$ cat src/rtl/exrm_pkg.sv
// Package for the XYZ Euler angle to rotation matrix block.
// Holds the rotator widths, arctangent constants, lane record and entry indexes.
// No dependencies; used by every module of the block.
package exrm_pkg;

  // default angle width (a full turn is 2**ANGLE_BITS) and fraction width of results
  localparam int ANGLE_BITS = 16;
  localparam int FRAC_BITS  = 14;

  // rotator: 31 steps, angles at 2**32 units per turn, vectors in Q30
  localparam int CORDIC_STEPS = 31;
  localparam int CORDIC_FRAC  = 30;
  localparam int CORDIC_GAIN  = 652032874;
  localparam int CW           = 34;  // vector component width
  localparam int ZW           = 34;  // residual angle width

  // atan(2**-i) in units of 2**32 per turn
  localparam int ATAN_TURNS [CORDIC_STEPS] = '{
    536870912, 316933406, 167458907, 85004756, 42667331, 21354465,
    10679838, 5340245, 2670163, 1335087, 667544, 333772, 166886,
    83443, 41722, 20861, 10430, 5215, 2608, 1304, 652, 326, 163,
    81, 41, 20, 10, 5, 3, 1, 1
  };

  // axis lanes
  localparam int NUM_AXES  = 3;
  localparam int AXIS_ROLL  = 0;
  localparam int AXIS_PITCH = 1;
  localparam int AXIS_YAW   = 2;

  // matrix entries, row major
  localparam int NUM_ENTRIES = 9;
  localparam int IDX_R00 = 0;
  localparam int IDX_R01 = 1;
  localparam int IDX_R02 = 2;
  localparam int IDX_R10 = 3;
  localparam int IDX_R11 = 4;
  localparam int IDX_R12 = 5;
  localparam int IDX_R20 = 6;
  localparam int IDX_R21 = 7;
  localparam int IDX_R22 = 8;

  // one rotator lane as it travels down the chain
  typedef struct packed {
    logic signed [CW-1:0] x;
    logic signed [CW-1:0] y;
    logic signed [ZW-1:0] z;
    logic                 flip;
  } lane_t;

endpackage

$ cat src/rtl/exrm_cell.sv
// One rotator cell: a single micro-rotation step for all three axis lanes.
// Depends on exrm_pkg for the lane record and the arctangent constants.
module exrm_cell #(
  parameter int STEP = 0
) (
  input  logic                                        clk,
  input  logic                                        rst,
  input  logic                                        en,
  input  logic                                        in_valid,
  input  exrm_pkg::lane_t [exrm_pkg::NUM_AXES-1:0]    d,
  output logic                                        out_valid,
  output exrm_pkg::lane_t [exrm_pkg::NUM_AXES-1:0]    q
);

  localparam logic signed [exrm_pkg::ZW-1:0] ATAN =
    exrm_pkg::ZW'(exrm_pkg::ATAN_TURNS[STEP]);

  exrm_pkg::lane_t [exrm_pkg::NUM_AXES-1:0] q_next;

  // rotate toward zero residual angle
  always_comb begin
    for (int k = 0; k < exrm_pkg::NUM_AXES; k++) begin
      q_next[k].flip = d[k].flip;
      if (d[k].z >= 0) begin
        q_next[k].x = d[k].x - (d[k].y >>> STEP);
        q_next[k].y = d[k].y + (d[k].x >>> STEP);
        q_next[k].z = d[k].z - ATAN;
      end else begin
        q_next[k].x = d[k].x + (d[k].y >>> STEP);
        q_next[k].y = d[k].y - (d[k].x >>> STEP);
        q_next[k].z = d[k].z + ATAN;
      end
    end
  end

  // advance to the next cell
  always_ff @(posedge clk) begin
    if (rst) begin
      out_valid <= 1'b0;
    end else if (en) begin
      out_valid <= in_valid;
    end
  end

  always_ff @(posedge clk) begin
    if (en) begin
      q <= q_next;
    end
  end

endmodule

$ cat config.mk
export PLATFORM = sky130hd
export DESIGN_NAME = exrm_cell
export DESIGN_NICKNAME = d
export VERILOG_FILES = /design/src/rtl/exrm_pkg.sv /design/src/rtl/exrm_cell.sv
export SDC_FILE = /design/constraint.sdc
export NUM_CORES = 1
export LEC_CHECK = 0
export BUFFER_PORTS_ARGS = -buffer_cell sky130_fd_sc_hd__buf_2
export CORE_AREA = 2 2 243 245
export DETAILED_ROUTE_END_ITERATION = 12
export DIE_AREA = 0 0 245 247
export GPL_TIMING_DRIVEN = 0
export PLACE_DENSITY = 0.68
export REMOVE_ABC_BUFFERS = 1
export SLEW_MARGIN = 20
export SYNTH_ARGS = -nofsm -noshare
export SYNTH_HDL_FRONTEND = slang
export SYNTH_SLANG_ARGS = --single-unit
export TNS_END_PERCENT = 100
$ cat constraint.sdc
create_clock -name clk -period 4.31 [get_ports clk]
set_input_delay 1.0775 -clock clk [delete_from_list [all_inputs] [get_ports clk]]
set_output_delay 1.0775 -clock clk [all_outputs]
set_load 0.03 [all_outputs]
* Word level (Yosys, flattened, before mapping)
Index checks and enable logic that the tools add are counted.
Storage, ports and cells: output and inout port bits 310, word-level logic and storage cells 34, register bits after elaboration 310, bits of input ports 313
Cells by class: muxes and demuxes 3, add/sub/neg operators 15, magnitude comparators 3
Operators with widths (count):
- $mux W102 | 3
- $sub A34 B34 Y34 | 6
- $add A34 B31 Y34 const B | 3
- $add A34 B34 Y34 | 3
- $ge A34 B1 Y1 const B | 3
- $sub A34 B31 Y34 const B | 3

* Longest topological paths before layout
Gate-level depths: netlist of the first run.
word-level depth 2, gate-level depth with buffers 15, depth with buffers taken out 13

* Least setup slack after synthesis of the first run
No wires, ideal clock.
path kind input port to flip-flop, start in d[40] (netlist bit), end reg q[66] (netlist bit) (data pin), slack 598 ps, arrival time 3452 ps, cell stages on the path 12, setup time 260 ps, required time 4050 ps, path buffers 0, path through inv_1 ha_1 nor3b_1 or4_1 or2_1 o21a_1 o21ai_2 a41o_1 o21ai_1 o21ai_2 mux2i_1 xnor2_1
RTL lines:
- start, declared | RTL line exrm_cell.sv:10 | input exrm_pkg::lane_t [exrm_pkg::NUM_AXES-1:0] d,
- end signal, assigned | RTL line exrm_cell.sv:47 | q <= q_next;
- end, declared | RTL line exrm_cell.sv:12 | output exrm_pkg::lane_t [exrm_pkg::NUM_AXES-1:0] q

==> flow_metrics.py, run 1 <==
metrics = {
    "outcome": {
        "status": "finished clean",
    },
    "place": {
        "postPlaceCellArea_um2": 30600,
        "pre_cts_ws_ps": -848,
        "placedCellCount": 4289,
        "routabilityCongestion": 0.962,
        "hpwl_um": 72200,
        "port_buffers": 622,
    },
    "sta": {
        "slew_viol_final": 0,
        "timing.fmax_mhz": 241,
        "fin_tns_setup_ps": 0,
        "tightest_slew_ps": 906,
        "finalCritPeriodShare_pct": 96.3,
        "setup_viol": 0,
        "rsz0062_at_grt": "false",
        "finalHoldViolations": 0,
        "maxSlewHeadroom_pct": 38.8,
        "fin_crit_ps": 4150,
        "fin_ws_ps": 161,
        "clock-skew-final_ps": 0,
    },
    "layout": {
        "instances_no_fill": 4370,
        "drive_gt1_share_pct": 20.6,
        "final_cell_mix": "621 x buf_2, 384 x a21oi_1, 312 x ha_1",
        "syn_to_final_growth_pct": 18.6,
        "nNetsFinal": 4191,
        "design_area_um2": 31800,
        "layout_commonest_cell": "buf_2",
    },
    "synthesis": {
        "synth_simple_gate_area_share_pct": 11.9,
        "synth_cells": 3013,
        "synthesis.area_um2": 26800,
        "async_flop_share_pct": 0,
        "seq_area_frac_synth_pct": 34.4,
        "synthXorXnorAreaFrac_pct": 6.63,
        "yosys_warnings": 0,
        "synthFlopType": "edfxtp_1",
        "synth_fa_ha_area_share_pct": 15.5,
        "synth_top_family_by_area": "compound AO/OA/AOI/OAI gates",
        "synth_seq_cells": 307,
        "synth_compound_area_share_pct": 22.9,
        "avgSynthCellArea_um2": 8.90,
        "synth.area.mux_share_pct": 2.28,
        "ys_types": 89,
        "synth_edf_count": 306,
    },
    "power_and_ir_drop": {
        "p_leak_uw": 0.0144,
        "p_int_uw": 6900,
        "ir_worst_vdd_v": 0.000308,
        "power.net_switching_uw": 4350,
        "combPwrFrac_pct": 38.7,
        "clock_power_share_pct": 25.9,
        "p_seq_share_pct": 35.3,
        "switching_share_pct": 38.7,
        "powerDensity_nw_per_um2": 354,
    },
    "floorplanning": {
        "initial_core_util_pct": 46.0,
        "die_area_um2": 60500,
        "io_pins": 623,
        "die_w_um": 245,
        "core.rowCount": 89,
        "die_height_um": 247,
        "coreArea_um2": 58200,
    },
    "clock_tree": {
        "cts.sinks": 307,
        "cts.path.max_buffers": 3,
        "path_clk_slew_ps": 60,
        "clk_latency_ps": 540,
        "post-cts-setup-buffers": 0,
        "cts_tree": "done",
        "cts_root_buf": "clkbuf_16",
        "cts_buffers": 36,
        "cts_max_level": 2,
        "hold_buffers": 0,
    },
    "global_routing": {
        "overflow": 0,
        "grt_antenna_before_repair": 29,
        "grt_start_max_net_pins": 106,
        "grt_pass1_vias": 22900,
        "track_usage_pct": 28.1,
        "grt_pass1_wl_um": 131000,
    },
    "detailed_routing": {
        "wl_per_cell_um": 20.6,
        "drtIter0Drc": 2387,
        "drt_wl_total_um": 89900,
        "avgViaCountPerCell": 5.67,
        "first_pass_iters": 6,
        "num_vias": 24800,
        "drcViolationCount": 0,
        "ant_nets": 0,
    },
    "min_path": {
        "hp-class": "reg -> reg",
    },
    "setup_path": {
        "worst_ep_required_time_ps": 4590,
        "crit_fanout": 5,
        "critPathArrivalTime_ps": 4430,
        "critPathKind": "in -> reg",
        "critPathCaptureType": "flip-flop",
        "startpoint_type": "primary input",
    },
    "job": {
        "cap_violations": 0,
    },
}
-- stage by stage --
stage | power (µW) | hold slack, ps | util (%)
after floorplan | 6890 | 630 | -
after global placement | 8300 | 470 | 52.1
after detailed placement | 8310 | 506 | 52.6
after CTS | 11300 | 520 | 54.5
after global routing | 11800 | 545 | 54.6
final | 11200 | 517 | 54.6
-- registers in the layout, indices dropped and copies added (netlist names) --
name       count
q            306
out_valid      1
-- area by class of cell --
| type | count | area (µm²) |
|---|---|---|
| diodes | 17 | 42.5 |
| clock buffers | 41 | 941 |
| clock inverters | 23 | 163 |
| fillers | 5423 | 26400 |
| inverters | 321 | 1220 |
| multi-input cells | 2255 | 15900 |
| flip-flops and latches | 307 | 9210 |
| well taps | 773 | 967 |
| repair buffers | 633 | 3370 |
-- per-layer routing --
| layer | up-vias | GRT usage (%) | share of wire [%] |
|---|---|---|---|
| li1 | 11900 | - | - |
| met1 | 11700 | 36.9 | 43 |
| met2 | 1029 | 45.2 | 46 |
| met3 | 153 | 6.74 | 8.0 |
| met4 | 20 | 9.58 | 2.8 |
| met5 | - | 0 | 0.15 |
-- cell usage after synthesis (all sizes together), types with 7 or more instances --
| library cell | n | share of area [%] |
|---|---|---|
| o21bai | 72 | 2.0 |
| nand2b | 37 | 0.86 |
| o21a | 23 | 0.64 |
| nand2 | 133 | 1.9 |
| o221ai | 10 | 0.33 |
| clkbuf | 89 | 1.3 |
| o211ai | 24 | 0.67 |
| fa | 12 | 0.90 |
| a221oi | 7 | 0.28 |
| edfxtp | 306 | 34 |
| nor3 | 48 | 0.90 |
| or3 | 16 | 0.37 |
| a211oi | 22 | 0.62 |
| o22ai | 7 | 0.16 |
| o31a | 7 | 0.23 |
| inv | 319 | 4.5 |
| nand3 | 28 | 0.52 |
| a31oi | 27 | 0.65 |
| buf | 41 | 0.72 |
| or2 | 11 | 0.26 |
| o31ai | 24 | 0.72 |
| o21ai | 201 | 3.8 |
| a21o | 84 | 2.4 |
| nand4 | 27 | 0.63 |
| a21oi | 385 | 7.2 |
| o2111ai | 8 | 0.26 |
| or4 | 7 | 0.20 |
| xnor2 | 178 | 5.8 |
| xor2 | 25 | 0.82 |
| o311ai | 9 | 0.29 |
| nor2b | 25 | 0.58 |
| nor2 | 276 | 3.9 |
| a21boi | 9 | 0.25 |
| ha | 312 | 15 |
| nor4 | 36 | 0.86 |
| mux2i | 60 | 2.2 |
| a2111oi | 7 | 0.26 |
| and3 | 12 | 0.28 |
| a211o | 7 | 0.23 |
-- timing repair --
item,CTS,global route
pin swaps,1,1
endpoints found under the setup margin,5,4
resized for setup,2,3
-- final timing paths --
check / from / endpoint / slack (ps) / cells past startpoint
worst min register to register: out_valid / out_valid / 520 / 2
worst max register to register: out_valid / out_valid / 3720 / 2
worst max-delay path: d[139] / q[171] / 160 / 13
worst min-delay path: out_valid / out_valid / 520 / 2
-- power groups by stage --
stage / Combinational (µW) / Sequential, µW / Clock [µW]
2_1_floorplan: 1980 / 4900 / 0
3_3_place_gp: 4250 / 4050 / 0
3_5_place_dp: 4280 / 4030 / 0
4_1_cts: 4300 / 3980 / 3000
5_1_grt: 4660 / 4010 / 3100
6_report: 4350 / 3970 / 2920
-- cells by family (layout without fill, tap and decap cells) --
family	count (synthesis)	in the layout
mux	61	61
simple gates	679	679
compound gates	988	988
other cells	0	17
buf+inv	451	1018
flops	307	307
fa+ha+maj	324	324
xor+xnor	203	203
-- worst max-delay path, cell delays in order --
cell      delay, ps
buf_2           170
inv_1           100
ha_1            320
nor2b_1         150
o31ai_1         480
a211oi_1        250
o211ai_1        480
a31oi_1         260
o21ai_0         560
nor2_1           90
nor3_1          200
mux2i_1         110
xnor2_1         180
No activity file was read; power rests on OpenSTA's default activity.
==> inputs of run 2 (changes only) <==
--- a/config.mk
+++ b/config.mk
@@ -5,12 +5,14 @@
 export SDC_FILE = /design/constraint.sdc
 export NUM_CORES = 1
 export LEC_CHECK = 0
+export ABC_AREA = 1
 export BUFFER_PORTS_ARGS = -buffer_cell sky130_fd_sc_hd__buf_2
+export CAP_MARGIN = 20
 export CORE_AREA = 2 2 243 245
 export DETAILED_ROUTE_END_ITERATION = 12
 export DIE_AREA = 0 0 245 247
 export GPL_TIMING_DRIVEN = 0
-export PLACE_DENSITY = 0.68
+export PLACE_DENSITY = 0.77
 export REMOVE_ABC_BUFFERS = 1
 export SLEW_MARGIN = 20
 export SYNTH_ARGS = -nofsm -noshare
==> run 2 against run 1 <==
Clock skew unchanged; first-iteration DRC count up 24%; cell count rose by 36%; register-to-register slack lost 50 ps; worst setup slack better by 680 ps; final area grew 14%; sequential share of layout area shrank 3.5 points; via count is 35% higher; power is 3.8% higher; non-clock buffer count up 2.
==> flow_metrics.py, run 2 <==
metrics = {
    "outcome": {
        "status": "finished clean",
    },
    "setup_path": {
        "critPathArrivalTime_ps": 3830,
        "startpoint_type": "primary input",
        "cp_slowest_cell": "o21ai_4",
        "crit_chain": "buf_2 -> nor4_1 -> nand3_1 -> o21ai_4 -> ha_1 -> nand2_1 -> nand2_1 -> a21oi_1 -> xnor2_1",
        "r2r_start": "out_valid",
        "cp_slowest_stage_delay_ps": 710,
        "crit_fanout": 21,
        "worst-path-buf-inv": 1,
        "timing.rr.end": "out_valid",
        "cp_num_cells": 9,
        "reg2reg_depth": 2,
        "worst_ep_required_time_ps": 4660,
        "r2r_slack_ps": 3670,
        "cp_top_family": "simple AND/OR/NAND/NOR gates",
        "critPathCaptureType": "flip-flop",
        "critPathKind": "in -> reg",
        "path_common_cell": "nand2_1",
    },
    "detailed_routing": {
        "drt_wl_total_um": 121000,
        "ant_nets": 0,
        "num_vias": 33400,
        "avgViaCountPerCell": 5.63,
        "drcViolationCount": 0,
        "drtIter0Drc": 2953,
        "wl_per_cell_um": 20.4,
        "first_pass_iters": 6,
    },
    "floorplanning": {
        "io_pins": 623,
        "die_height_um": 247,
        "core.rowCount": 89,
        "die_area_um2": 60500,
        "die_w_um": 245,
        "coreArea_um2": 58200,
        "initial_core_util_pct": 53.8,
    },
    "layout": {
        "nNetsFinal": 5765,
        "layout_commonest_cell": "nand2_1",
        "post-route-util_pct": 62.1,
        "reg_top3": "q: 306 flops, out_valid: 1 flops",
        "final_cell_mix": "1,262 x nand2_1, 621 x buf_2, 616 x inv_1",
        "fillCellCount": 5574,
        "instances_no_fill": 5937,
        "syn_to_final_growth_pct": 15.4,
        "largest_register_ffs": 306,
        "top_register": "q",
        "drive_gt1_share_pct": 14.6,
    },
    "power_and_ir_drop": {
        "combPwrFrac_pct": 41.4,
        "power.net_switching_uw": 4870,
        "clock_power_share_pct": 25.2,
        "p_int_uw": 6790,
        "p_leak_uw": 0.0182,
        "switching_share_pct": 41.8,
        "powerDensity_nw_per_um2": 323,
        "p_seq_share_pct": 33.3,
        "ir_worst_vdd_v": 0.000490,
    },
    "place": {
        "placedCellCount": 5864,
        "routabilityCongestion": 1.03,
        "port_buffers": 622,
        "hpwl_um": 101000,
    },
    "synthesis": {
        "async_flop_share_pct": 0,
        "synth_edf_count": 306,
        "yosys_warnings": 0,
        "synth.most_common_cell": "nand2_1",
        "synthesis.area_um2": 31300,
        "synth_area_leaders": "edfxtp_1 29%, nand2_1 15%, ha_1 12%",
        "synth_top_area_share_pct": 29.3,
        "seq_area_frac_synth_pct": 29.4,
        "ys_types": 47,
        "synth_cells": 4584,
        "synthFlopType": "edfxtp_1",
        "synth_common_cells": "1,262 x nand2_1, 616 x inv_1, 437 x nor2_1, 433 x nand3_1, 370 x a21oi_1",
        "avgSynthCellArea_um2": 6.84,
        "synth_seq_cells": 307,
        "synth_top_cell_by_area": "edfxtp_1",
    },
    "clock_tree": {
        "clk_latency_ps": 570,
        "path_clk_slew_ps": 60,
        "cts_root_buf": "clkbuf_16",
        "hold_buffers": 0,
        "cts_tree": "done",
        "post_cts_resized": 0,
        "cts_buffers": 35,
        "post-cts-setup-buffers": 0,
        "cts.sinks": 307,
        "cts.path.max_buffers": 3,
        "cts_max_level": 2,
    },
    "global_routing": {
        "grt_pass1_vias": 30600,
        "grt_use_met3_pct": 7.56,
        "grt_pass1_wl_um": 176000,
        "grt_start_max_net_pins": 107,
        "overflow": 0,
        "track_usage_pct": 38.3,
        "busiest_layer": "met2",
        "grt_use_met2_pct": 65.2,
        "use_met1_pct": 43.6,
        "grt_antenna_before_repair": 11,
    },
    "sta": {
        "finalCritPeriodShare_pct": 80.6,
        "fin_crit_ps": 3470,
        "tightest_slew_ps": 805,
        "setup_viol": 0,
        "clock-skew-final_ps": 0,
        "slew_viol_final": 0,
        "rsz0062_at_grt": "false",
        "timing.fmax_mhz": 288,
        "maxSlewHeadroom_pct": 46.2,
        "finalHoldViolations": 0,
    },
    "min_path": {
        "hp-start": "out_valid",
        "whs_endpoint": "out_valid",
        "hp-class": "reg -> reg",
        "hold_path_depth": 2,
    },
    "job": {
        "cap_violations": 0,
    },
}
-- run 2: changes by cell type in the layout (fill, tap and decap cells not counted), moves of 38 or more --
cell      delta
nor2_1     +161
nand3_1    +405
o21bai_1    -38
mux2i_1     -59
nand2_1   +1129
o21ai_0    +126
xor2_1      +90
a21o_1      -54
xnor2_1    -175
inv_1      +311
-- run 2: worst max path at each step --
stage,start,endpoint,slack (ps)
floorplan,d[240],q[240],-660
global placement,d[211],q[254],-2960
detailed placement,d[137],q[137],530
CTS,d[210],q[240],1070
global route,d[212],q[240],790
finish,d[212],q[240],840
-- run 2: logic make-up after synthesis --
family	after synthesis	share of synthesized area, %
adders and majority gates	324	13.2
and+or+nand+nor	2292	30.6
DFF	307	29.4
xor gates and xnor gates	118	3.30
buffers and inverters	749	9.84
AOI/OAI and AO/OA	793	13.7
muxes	1	0.0319
-- run 2: final cells by class --
type / instances / area (µm²) / share of cell area [%]
antenna: 13 / 32.5 / 0.0899
clock buffer: 42 / 945 / 2.61
clock inverter: 18 / 140 / 0.387
inverter: 621 / 2330 / 6.44
multi-input combinational: 3528 / 19100 / 52.8
sequential: 307 / 9210 / 25.5
tap: 773 / 967 / 2.67
timing repair buffer: 635 / 3450 / 9.54
-- run 2: metal layers --
| metal | routed length (µm) | up-vias | share of wire [%] |
|---|---|---|---|
| met5 | 26 | - | 0.021 |
| met4 | 9270 | 4 | 7.7 |
| met3 | 9860 | 361 | 8.1 |
| met2 | 56800 | 1579 | 47 |
| met1 | 45200 | 15400 | 37 |
| li1 | - | 16100 | - |
-- run 2: metrics by stage --
stage / power (µW) / area (µm²) / setup WS, ps / TNS (ps) / hold slack, ps
detailed placement: 8650 / 35100 / 526 / 0 / 525
global route: 12200 / 36200 / 791 / 0 / 564
CTS: 11600 / 36100 / 1070 / 0 / 548
finish: 11700 / 36200 / 837 / 0 / 550
global placement: 8610 / 34700 / -2960 / -922690 / 496
floorplan: 6960 / 30600 / -659 / -3530 / 630
-- run 2: tightest hold or removal path, stage by stage (launching register included) --
cell and delay [ps]:
dfxtp_1 350, mux2i_1 90, nor2_1 80
-- run 2: power groups by stage --
stage	logic [µW]	clock network, µW	registers, µW
after global placement	4660	0	3950
final	4840	2940	3890
after global routing	5200	3090	3920
after detailed placement	4710	0	3940
after CTS	4740	2970	3890
after floorplan	2270	0	4690
